## src/hw/rtl/drd_pkg.sv

```systemverilog
package drd_pkg;

	localparam int FRAC_BITS   = 12;
	localparam int MAX_CLASSES = 128;
	localparam int DX_W        = 18;
	localparam int PX_W        = DX_W + 13;
	localparam int PW_W        = 16 + 13;
	localparam int PC_W        = 32;

	typedef logic signed [15:0] q_t;

	typedef enum logic [2:0] {
		REG_IMAGE_WIDTH   = 3'd0,
		REG_IMAGE_HEIGHT  = 3'd1,
		REG_CONF_THRESH   = 3'd2,
		REG_OBJ_PRESENT   = 3'd3,
		REG_CLASS_COUNT   = 3'd4
	} reg_idx_t;

	localparam logic [11:0] IMAGE_WIDTH_RST  = 12'd640;
	localparam logic [11:0] IMAGE_HEIGHT_RST = 12'd480;
	localparam q_t          CONF_THRESH_RST  = 16'sd2048;
	localparam logic [7:0]  CLASS_COUNT_RST  = 8'd80;

	localparam q_t Q_ONE = q_t'(1 << FRAC_BITS);

	typedef struct packed {
		logic [11:0] image_width;
		logic [11:0] image_height;
		q_t          conf_thresh;
		logic        obj_present;
		logic [7:0]  class_count;
	} cfg_t;

	// finished row, box terms ready for scaling
	typedef struct packed {
		logic signed [DX_W-1:0] dx;
		logic signed [DX_W-1:0] dy;
		q_t                     w;
		q_t                     h;
		q_t                     best;
		q_t                     obj;
		logic [6:0]             cls;
		logic [15:0]            rows;
	} row_t;

	typedef struct packed {
		logic signed [PX_W-1:0] px;
		logic signed [PX_W-1:0] py;
		logic signed [PW_W-1:0] pw;
		logic signed [PW_W-1:0] ph;
		logic signed [PC_W-1:0] pconf;
		logic                   obj_pos;
		logic [6:0]             cls;
		logic [15:0]            rows;
	} prod_t;

endpackage

```

## src/hw/rtl/drd_elem_if.sv

```systemverilog
interface drd_elem_if;
	import drd_pkg::*;

	logic valid;
	logic ready;
	q_t   value;
	logic frame_start;

	modport source (output valid, output value, output frame_start, input ready);
	modport sink   (input valid, input value, input frame_start, output ready);
endinterface

```

## src/hw/rtl/drd_det_if.sv

```systemverilog
interface drd_det_if;
	import drd_pkg::*;

	logic        valid;
	logic        ready;
	logic        kept;
	logic [6:0]  class_id;
	q_t          confidence;
	logic [14:0] box_left;
	logic [14:0] box_top;
	q_t          box_width;
	q_t          box_height;
	logic [15:0] rows_seen;

	modport source (output valid, output kept, output class_id, output confidence,
		output box_left, output box_top, output box_width, output box_height,
		output rows_seen, input ready);
	modport sink (input valid, input kept, input class_id, input confidence,
		input box_left, input box_top, input box_width, input box_height,
		input rows_seen, output ready);
endinterface

```

## src/hw/rtl/drd_cfg_if.sv

```systemverilog
interface drd_cfg_if;
	logic        valid;
	logic        ready;
	logic [2:0]  index;
	logic [15:0] data;

	modport source (output valid, output index, output data, input ready);
	modport sink   (input valid, input index, input data, output ready);
endinterface

```

## src/hw/rtl/detection_row_decoder.sv

```systemverilog
// channel | dir | request carries
// elem    | in  | value (Q4.12), frame_start
// det     | out | kept, class_id, confidence, box_left/top/width/height, rows_seen
// cfg     | in  | index, data (register write, always ready)
//
// One row element per cycle; elements that do not end a row produce nothing.
// A row's result moves through registers from the edge that takes its last element:
// row capture on that edge, then the multiplier stage, then clamp and result register.
// Each stage holds its own valid; the input stalls only while a finished row
// cannot leave the capture stage.
// arst_n clears row state, counters, stage valids and restores register defaults.
module detection_row_decoder (
	input logic       clk,
	input logic       arst_n,
	drd_elem_if.sink  elem,
	drd_det_if.source det,
	drd_cfg_if.sink   cfg
);
	import drd_pkg::*;

	cfg_t  cfg_q;
	logic  row_valid, row_ready;
	row_t  row;
	logic  prod_valid, prod_ready;
	prod_t prod;

	assign cfg.ready = 1'b1;

	always_ff @(posedge clk or negedge arst_n) begin
		if (!arst_n) begin
			cfg_q.image_width  <= IMAGE_WIDTH_RST;
			cfg_q.image_height <= IMAGE_HEIGHT_RST;
			cfg_q.conf_thresh  <= CONF_THRESH_RST;
			cfg_q.obj_present  <= 1'b0;
			cfg_q.class_count  <= CLASS_COUNT_RST;
		end else if (cfg.valid) begin
			case (cfg.index)
				REG_IMAGE_WIDTH:  cfg_q.image_width  <= cfg.data[11:0];
				REG_IMAGE_HEIGHT: cfg_q.image_height <= cfg.data[11:0];
				REG_CONF_THRESH:  cfg_q.conf_thresh  <= cfg.data;
				REG_OBJ_PRESENT:  cfg_q.obj_present  <= cfg.data[0];
				REG_CLASS_COUNT:  cfg_q.class_count  <= cfg.data[7:0];
				default: begin
				end
			endcase
		end
	end

	drd_accum u_accum (
		.clk       (clk),
		.arst_n    (arst_n),
		.elem      (elem),
		.cfg       (cfg_q),
		.row_valid (row_valid),
		.row       (row),
		.row_ready (row_ready)
	);

	drd_mult u_mult (
		.clk        (clk),
		.arst_n     (arst_n),
		.cfg        (cfg_q),
		.row_valid  (row_valid),
		.row        (row),
		.row_ready  (row_ready),
		.prod_valid (prod_valid),
		.prod       (prod),
		.prod_ready (prod_ready)
	);

	drd_result u_result (
		.clk        (clk),
		.arst_n     (arst_n),
		.cfg        (cfg_q),
		.prod_valid (prod_valid),
		.prod       (prod),
		.prod_ready (prod_ready),
		.det        (det)
	);
endmodule

```

## src/hw/rtl/drd_accum.sv

```systemverilog
module drd_accum (
	input  logic           clk,
	input  logic           arst_n,
	drd_elem_if.sink       elem,
	input  drd_pkg::cfg_t  cfg,
	output logic           row_valid,
	output drd_pkg::row_t  row,
	input  logic           row_ready
);
	import drd_pkg::*;

	logic [7:0]  pos_q;
	q_t          cx_q, cy_q, w_q, h_q, obj_q, best_q;
	logic [6:0]  cls_q;
	logic [15:0] rc_q;
	logic        row_v_q;
	row_t        row_q;

	logic [7:0]  classes;
	logic [7:0]  pos;
	logic [7:0]  start;
	logic [8:0]  last;
	logic [7:0]  idx;
	logic        is_class;
	logic        take_best;
	logic        row_end;
	logic        accept;
	logic [15:0] rc_base;
	logic [15:0] rc_next;
	q_t          best_n;
	logic [6:0]  cls_n;

	always_comb begin
		if (cfg.class_count == 8'd0)
			classes = 8'd1;
		else if (cfg.class_count > 8'(MAX_CLASSES))
			classes = 8'(MAX_CLASSES);
		else
			classes = cfg.class_count;
	end

	assign pos       = elem.frame_start ? 8'd0 : pos_q;
	assign start     = 8'd4 + {7'd0, cfg.obj_present};
	assign last      = {1'b0, start} + {1'b0, classes} - 9'd1;
	assign idx       = pos - start;
	assign is_class  = pos >= start;
	assign take_best = is_class && (idx == 8'd0 || elem.value > best_q);
	assign row_end   = {1'b0, pos} >= last;
	assign best_n    = take_best ? elem.value : best_q;
	assign cls_n     = take_best ? idx[6:0] : cls_q;
	assign rc_base   = elem.frame_start ? 16'd0 : rc_q;
	assign rc_next   = (row_end && rc_base != 16'hFFFF) ? rc_base + 16'd1 : rc_base;

	assign elem.ready = !row_v_q || row_ready;
	assign accept     = elem.valid && elem.ready;

	always_ff @(posedge clk or negedge arst_n) begin
		if (!arst_n) begin
			pos_q  <= '0;
			cx_q   <= '0;
			cy_q   <= '0;
			w_q    <= '0;
			h_q    <= '0;
			obj_q  <= '0;
			best_q <= '0;
			cls_q  <= '0;
			rc_q   <= '0;
		end else if (accept) begin
			case (pos)
				8'd0: cx_q <= elem.value;
				8'd1: cy_q <= elem.value;
				8'd2: w_q  <= elem.value;
				8'd3: h_q  <= elem.value;
				default: begin
					if (!is_class)
						obj_q <= elem.value;
				end
			endcase
			best_q <= best_n;
			cls_q  <= cls_n;
			rc_q   <= rc_next;
			pos_q  <= row_end ? 8'd0 : pos + 8'd1;
		end
	end

	always_ff @(posedge clk or negedge arst_n) begin
		if (!arst_n) begin
			row_v_q <= 1'b0;
		end else if (elem.ready) begin
			row_v_q <= accept && row_end;
		end
	end

	// box values are settled by the time a row can end
	always_ff @(posedge clk) begin
		if (accept && row_end) begin
			row_q.dx   <= $signed({cx_q[15], cx_q, 1'b0}) - DX_W'(w_q);
			row_q.dy   <= $signed({cy_q[15], cy_q, 1'b0}) - DX_W'(h_q);
			row_q.w    <= w_q;
			row_q.h    <= h_q;
			row_q.best <= best_n;
			row_q.obj  <= cfg.obj_present ? obj_q : Q_ONE;
			row_q.cls  <= cls_n;
			row_q.rows <= rc_next;
		end
	end

	assign row_valid = row_v_q;
	assign row       = row_q;
endmodule

```

## src/hw/rtl/drd_mult.sv

```systemverilog
module drd_mult (
	input  logic           clk,
	input  logic           arst_n,
	input  drd_pkg::cfg_t  cfg,
	input  logic           row_valid,
	input  drd_pkg::row_t  row,
	output logic           row_ready,
	output logic           prod_valid,
	output drd_pkg::prod_t prod,
	input  logic           prod_ready
);
	import drd_pkg::*;

	logic  v_s2;
	prod_t prod_s2;
	logic signed [12:0] w_px;
	logic signed [12:0] h_px;

	assign w_px = $signed({1'b0, cfg.image_width});
	assign h_px = $signed({1'b0, cfg.image_height});

	assign row_ready = !v_s2 || prod_ready;

	always_ff @(posedge clk or negedge arst_n) begin
		if (!arst_n) begin
			v_s2 <= 1'b0;
		end else if (row_ready) begin
			v_s2 <= row_valid;
		end
	end

	always_ff @(posedge clk) begin
		if (row_ready && row_valid) begin
			prod_s2.px      <= row.dx * w_px;
			prod_s2.py      <= row.dy * h_px;
			prod_s2.pw      <= row.w * w_px;
			prod_s2.ph      <= row.h * h_px;
			prod_s2.pconf   <= row.best * row.obj;
			prod_s2.obj_pos <= row.obj > 16'sd0;
			prod_s2.cls     <= row.cls;
			prod_s2.rows    <= row.rows;
		end
	end

	assign prod_valid = v_s2;
	assign prod       = prod_s2;
endmodule

```

## src/hw/rtl/drd_result.sv

```systemverilog
module drd_result (
	input  logic           clk,
	input  logic           arst_n,
	input  drd_pkg::cfg_t  cfg,
	input  logic           prod_valid,
	input  drd_pkg::prod_t prod,
	output logic           prod_ready,
	drd_det_if.source      det
);
	import drd_pkg::*;

	localparam logic [PW_W-1:0] TRUNC_BIAS = PW_W'((1 << FRAC_BITS) - 1);

	logic v_q;
	logic        kept_q;
	logic [6:0]  cls_q;
	q_t          conf_q;
	logic [14:0] left_q, top_q;
	q_t          bw_q, bh_q;
	logic [15:0] rows_q;

	logic [14:0] left, top;
	q_t          bw, bh, conf;

	// pixel corner: negative clamps to zero, so floor and trunc agree
	function automatic logic [14:0] corner(input logic signed [PX_W-1:0] p);
		logic signed [PX_W-1:0] s;
		s = p >>> (FRAC_BITS + 1);
		if (p < 0)
			corner = 15'd0;
		else if (s > PX_W'(32767))
			corner = 15'h7FFF;
		else
			corner = s[14:0];
	endfunction

	function automatic q_t extent(input logic signed [PW_W-1:0] p,
		input logic [11:0] dim, input logic [14:0] lo);
		logic signed [PW_W-1:0] b;
		logic signed [PW_W-1:0] t;
		logic signed [17:0]     lim;
		logic signed [PW_W-1:0] m;
		b   = (p < 0) ? p + $signed(TRUNC_BIAS) : p;
		t   = b >>> FRAC_BITS;
		lim = $signed({6'd0, dim}) - $signed({3'd0, lo});
		m   = (t > PW_W'(lim)) ? PW_W'(lim) : t;
		if (m > PW_W'(32767))
			extent = 16'sh7FFF;
		else if (m < -PW_W'(32768))
			extent = 16'sh8000;
		else
			extent = m[15:0];
	endfunction

	always_comb begin
		logic signed [PC_W-1:0] c;
		c = prod.pconf >>> FRAC_BITS;
		if (c > PC_W'(32767))
			conf = 16'sh7FFF;
		else if (c < -PC_W'(32768))
			conf = 16'sh8000;
		else
			conf = c[15:0];
	end

	assign left = corner(prod.px);
	assign top  = corner(prod.py);
	assign bw   = extent(prod.pw, cfg.image_width, left);
	assign bh   = extent(prod.ph, cfg.image_height, top);

	assign prod_ready = !v_q || det.ready;

	always_ff @(posedge clk or negedge arst_n) begin
		if (!arst_n) begin
			v_q <= 1'b0;
		end else if (prod_ready) begin
			v_q <= prod_valid;
		end
	end

	always_ff @(posedge clk) begin
		if (prod_ready && prod_valid) begin
			kept_q <= prod.obj_pos && (conf >= cfg.conf_thresh);
			cls_q  <= prod.cls;
			conf_q <= conf;
			left_q <= left;
			top_q  <= top;
			bw_q   <= bw;
			bh_q   <= bh;
			rows_q <= prod.rows;
		end
	end

	assign det.valid      = v_q;
	assign det.kept       = kept_q;
	assign det.class_id   = cls_q;
	assign det.confidence = conf_q;
	assign det.box_left   = left_q;
	assign det.box_top    = top_q;
	assign det.box_width  = bw_q;
	assign det.box_height = bh_q;
	assign det.rows_seen  = rows_q;
endmodule

```

## src/flat_wrapper.sv

```systemverilog
// flat-port wrapper written by rule: the top's interface ports become plain ports
module detection_row_decoder_flat import drd_pkg::*;
  (clk, arst_n, elem_valid, elem_value, elem_frame_start, elem_ready, det_valid, det_kept, det_class_id, det_confidence, det_box_left, det_box_top, det_box_width, det_box_height, det_rows_seen, det_ready, cfg_valid, cfg_index, cfg_data, cfg_ready);
  drd_elem_if elem_i ();
  drd_det_if det_i ();
  drd_cfg_if cfg_i ();
  input logic clk;
  input logic arst_n;
  input wire logic [$bits(elem_i.valid)-1:0] elem_valid;
  input wire logic [$bits(elem_i.value)-1:0] elem_value;
  input wire logic [$bits(elem_i.frame_start)-1:0] elem_frame_start;
  output wire logic [$bits(elem_i.ready)-1:0] elem_ready;
  output wire logic [$bits(det_i.valid)-1:0] det_valid;
  output wire logic [$bits(det_i.kept)-1:0] det_kept;
  output wire logic [$bits(det_i.class_id)-1:0] det_class_id;
  output wire logic [$bits(det_i.confidence)-1:0] det_confidence;
  output wire logic [$bits(det_i.box_left)-1:0] det_box_left;
  output wire logic [$bits(det_i.box_top)-1:0] det_box_top;
  output wire logic [$bits(det_i.box_width)-1:0] det_box_width;
  output wire logic [$bits(det_i.box_height)-1:0] det_box_height;
  output wire logic [$bits(det_i.rows_seen)-1:0] det_rows_seen;
  input wire logic [$bits(det_i.ready)-1:0] det_ready;
  input wire logic [$bits(cfg_i.valid)-1:0] cfg_valid;
  input wire logic [$bits(cfg_i.index)-1:0] cfg_index;
  input wire logic [$bits(cfg_i.data)-1:0] cfg_data;
  output wire logic [$bits(cfg_i.ready)-1:0] cfg_ready;
  assign elem_i.valid = elem_valid;
  assign elem_i.value = elem_value;
  assign elem_i.frame_start = elem_frame_start;
  assign elem_ready = elem_i.ready;
  assign det_valid = det_i.valid;
  assign det_kept = det_i.kept;
  assign det_class_id = det_i.class_id;
  assign det_confidence = det_i.confidence;
  assign det_box_left = det_i.box_left;
  assign det_box_top = det_i.box_top;
  assign det_box_width = det_i.box_width;
  assign det_box_height = det_i.box_height;
  assign det_rows_seen = det_i.rows_seen;
  assign det_i.ready = det_ready;
  assign cfg_i.valid = cfg_valid;
  assign cfg_i.index = cfg_index;
  assign cfg_i.data = cfg_data;
  assign cfg_ready = cfg_i.ready;
  detection_row_decoder u_core (.clk(clk), .arst_n(arst_n), .elem(elem_i), .det(det_i), .cfg(cfg_i));
endmodule
```

## config.mk

```make
export PLATFORM = sky130hd
export DESIGN_NAME = detection_row_decoder_flat
export DESIGN_NICKNAME = d
export VERILOG_FILES = /design/src/hw/rtl/drd_pkg.sv /design/src/hw/rtl/drd_elem_if.sv /design/src/hw/rtl/drd_det_if.sv /design/src/hw/rtl/drd_cfg_if.sv /design/src/hw/rtl/detection_row_decoder.sv /design/src/hw/rtl/drd_accum.sv /design/src/hw/rtl/drd_mult.sv /design/src/hw/rtl/drd_result.sv /design/src/flat_wrapper.sv
export SDC_FILE = /design/constraint.sdc
export NUM_CORES = 2
export LEC_CHECK = 0
export CAP_MARGIN = 10
export CORE_ASPECT_RATIO = 0.8
export CORE_MARGIN = 3
export CORE_UTILIZATION = 35
export CTS_CLUSTER_SIZE = 10
export DETAILED_ROUTE_END_ITERATION = 10
export DONT_BUFFER_PORTS = 1
export REMOVE_ABC_BUFFERS = 1
export SKIP_CTS_REPAIR_TIMING = 1
export SKIP_LAST_GASP = 1
export SYNTH_ARGS = -nofsm -noshare
export SYNTH_HDL_FRONTEND = slang
export SYNTH_SLANG_ARGS = --single-unit
```

## constraint.sdc

```tcl
create_clock -name clk -period 9.3 [get_ports clk]
set_input_delay 1.395 -clock clk [delete_from_list [all_inputs] [get_ports clk]]
set_output_delay 1.395 -clock clk [all_outputs]
set_load 0.01 [all_outputs]
```

==> metrics.cfg <==
[timing]
fmax_ghz=0.142
tightest_slew_ns=1.11
finalCritPeriodShare_pct=75.8
fin_tns_setup_ns=0
worst_clock_skew_ns=0.0570
finalSetupViolCount=0
finalMaxSlewViolations=0
fin_ws_ns=2.25
post-route-min-period_ns=7.05
rsz0062_at_grt=no
final_hold_viol_count=0
whs_ns=0.413
maxSlewHeadroom_pct=26.3

[setup_path]
crit_type=reg2reg
worstReg2RegEnd=u_core.u_result.det.box_width[4]
critPathMaxStageDelay_ns=0.87
critPathRequiredTime_ns=9.81
rr_worst_depth=23
crit_slowest_cell=mux2i_1
timing.rr.start=u_core.cfg_q[37]
timing.critical_path.arrival_ns=7.56
crit_top_cell=a21oi_1
startpoint_type=register
rrSetupSlack_ns=2.25
path_delay_family=compound AO/OA/AOI/OAI gates
crit_buf_inv=3
path_cells=inv_1, ha_1, inv_1, fa_1, a21o_1, a21oi_1, o21ba_2, o31ai_1, a211oi_1, nand3b_1, o21ai_0, a21oi_1, ha_1, a21o_1, a211o_1, nor2_1, o211ai_1, o21ai_0, mux2i_1, inv_2, nor2_1, a211oi_1, a21oi_1
end_kind=register
crit_fanout=33

[drt]
drt-initial-drc-count=2730
drc_errors=0
routed_wl_mm=156
viasPerCell=4.84
dr.pass1.iters=5
final_antenna_net_count=0
wire_per_inst_microns=18.3
via_count=41401

[clock_network]
cts_buffers=70
cts_tree=done
clk_path_buf_depth=3
clockRootBuffer=clkbuf_16
htreeDepth=3
cts.clk_slew.worst_paths_ns=0.06
clock_sinks=540
insertion_delay_ns=0.69

[floorplan]
die_area_sq_um=187000
dieHeight_microns=387
top_level_ports=146
placementRows=139
die_w_microns=483
start_util_pct=35.3
core_sq_um=180000

[global_routing]
grt_pass1_wl_mm=252
grt_pass1_vias=44184
track_usage_pct=17.1
grt_max_degree=180
gr-total-overflow=0
antenna_found_initial=10

[finish]
nets=7626
regArea_sq_um=15300
drive_above_1_share_pct=5.64
syn2layout_area_growth_pct=7.26
fillCellCount=17604
multi_input_area_sq_um=42700
largest_reg_flops=138
final_cell_area_sq_um=68200

[hold_path]
min_from=u_core.u_accum.row[0]
hp-class=reg2reg
hold_depth=0
holdPathEnd=u_core.u_mult.prod[0]

[logic_synthesis]
ys.warnings.count=0
syn_area_per_cell_sq_um=10.2
ys_types=92
ys_seq_area_share_pct=24.1
synth_top_family_by_area=adder cells
async_flop_share_pct=33.1
synthSimpleGateAreaFrac_pct=14.0
synth_mux_area_share_pct=2.89
synth_flop_cell=edfxtp_1
syn_inst=6219
synth_compound_area_share_pct=5.18
synthAdderAreaFrac_pct=42.0
synth_seq_cells=540
synth_area_sq_um=63600
synth_edf_count=361
synthXorXnorAreaFrac_pct=2.96

[run]
cap_violations=0

[placement]
port_buffers=0
hpwl_mm=121
gp_congestion=0.840
pre_cts_ws_ns=2.38
placed_cell_area_sq_um=65900

[status]
outcome=finished clean

[logic make-up (layout without fill, tap and decap cells)]
group           after synthesis  count (layout)
mux                         165             165
flops                       540             540
simple gates               1775            1775
compound gates              500             500
fa+ha+maj                  1531            1531
buf+inv                    1492            1411
other cells                   1              12
xor+xnor                    215             215
[worst max path at each step]
stage	start	endpoint	slack, ns	cells past startpoint
3_3_place_gp	u_core.cfg_q[37]	u_core.u_result.det.box_width[14]	2.43	22
3_5_place_dp	u_core.u_accum.row[29]	u_core.u_mult.prod[54]	2.38	21
4_1_cts	u_core.cfg_q[37]	u_core.u_result.det.box_width[14]	2.32	22
5_1_grt	u_core.cfg_q[37]	u_core.u_result.det.box_width[14]	1.75	22
2_1_floorplan	u_core.cfg_q[38]	u_core.u_mult.prod[175]	3.05	19
6_report	u_core.cfg_q[37]	u_core.u_result.det.box_width[4]	2.25	23
[per-stage QoR]
step                      utilization, %  std cells
after global routing                37.9       8544
after detailed placement            36.6       8407
after CTS                           37.9       8533
after global placement              36.6       8407
after floorplan                        -       5977
final                               37.9       8546
[worst reg2reg max path, delay by kind of cell, from the launching register on]
family                   cells  cell delay (ns)
AO/OA/AOI/OAI               13             2.84
flip-flops                   1             0.80
adder cells (fa/ha/maj)      3             0.93
multiplexers                 1             0.87
AND/OR/NAND/NOR              3             0.63
buffers and inverters        3             0.82
[area by class of cell]
| type | count | area share (%) |
|---|---|---|
| inverters | 1250 | 6.88 |
| clock buffers | 101 | 2.75 |
| well taps | 2397 | 4.40 |
| multi-input cells | 4187 | 62.6 |
| repair buffers | 35 | 0.415 |
| flip-flops and latches | 540 | 22.5 |
| clock inverters | 25 | 0.462 |
| diodes | 11 | 0.0404 |
[metal layers]
layer | GRT usage, % | up-vias | wire length, microns
li1 | - | 19088 | -
met1 | 24.4 | 21214 | 72500
met2 | 27.1 | 940 | 71200
met3 | 2.89 | 159 | 8810
met4 | 4.20 | 0 | 3620
met5 | 0 | - | 0
[cell usage in the layout, fill, tap and decap left out, types with 34 or more instances in the layout]
master and count:
inv_1 1246, fa_1 1015, nand2_1 673, and2_1 524, ha_1 486, edfxtp_1 361
nor2_1 200, dfrtp_1 170, xnor2_1 166, mux2_2 145, a21oi_1 120, o21ai_0 116
clkbuf_16 70, nand3_1 63, a21o_1 56, o21a_1 56, nand2b_1 55, nor2b_1 51
xor2_1 49, and3_1 37, nor3_1 36, or2_2 34, buf_4 34
[cells in the mapped netlist, types with 5 or more instances]
master     number  area share [%]
nand2b_1       55            0.54
nor3b_1         7           0.083
nand3_1        63            0.50
ha_1          486             9.6
nand4_1        30            0.30
nor4_1         16            0.16
a21oi_1       120            0.94
buf_4           5           0.059
o31a_1          5           0.069
and3_1         37            0.36
and4_1          8            0.11
dfrtp_1       170             6.7
a2111oi_0       5           0.069
o22ai_1         6           0.059
a21o_1         56            0.66
and2_1        526             5.2
clkbuf_1      229             1.4
o21a_1         56            0.66
o31ai_1        14            0.17
dfstp_2         9            0.37
a31oi_1        13            0.13
or2_2          34            0.33
nand3b_1        5           0.059
a221o_1         5           0.079
or3_1          12            0.12
nor3_1         36            0.28
inv_1        1247             7.4
fa_1         1015              32
buf_2           5           0.039
nand2_1       673             4.0
o21bai_1       10            0.12
mux2_2        145             2.6
xnor2_1       166             2.3
mux2i_1        17            0.27
a211oi_1       21            0.25
o211ai_1       12            0.14
xor2_1         49            0.67
edfxtp_1      361              17
a21boi_0        9            0.11
nor2_1        200             1.2
maj3_1         30            0.47
o21ai_0       116            0.91
nor2b_1        51            0.50
Power is not shown: default switching activity piles up to over one toggle a cycle in this logic, so the estimate is an artifact.
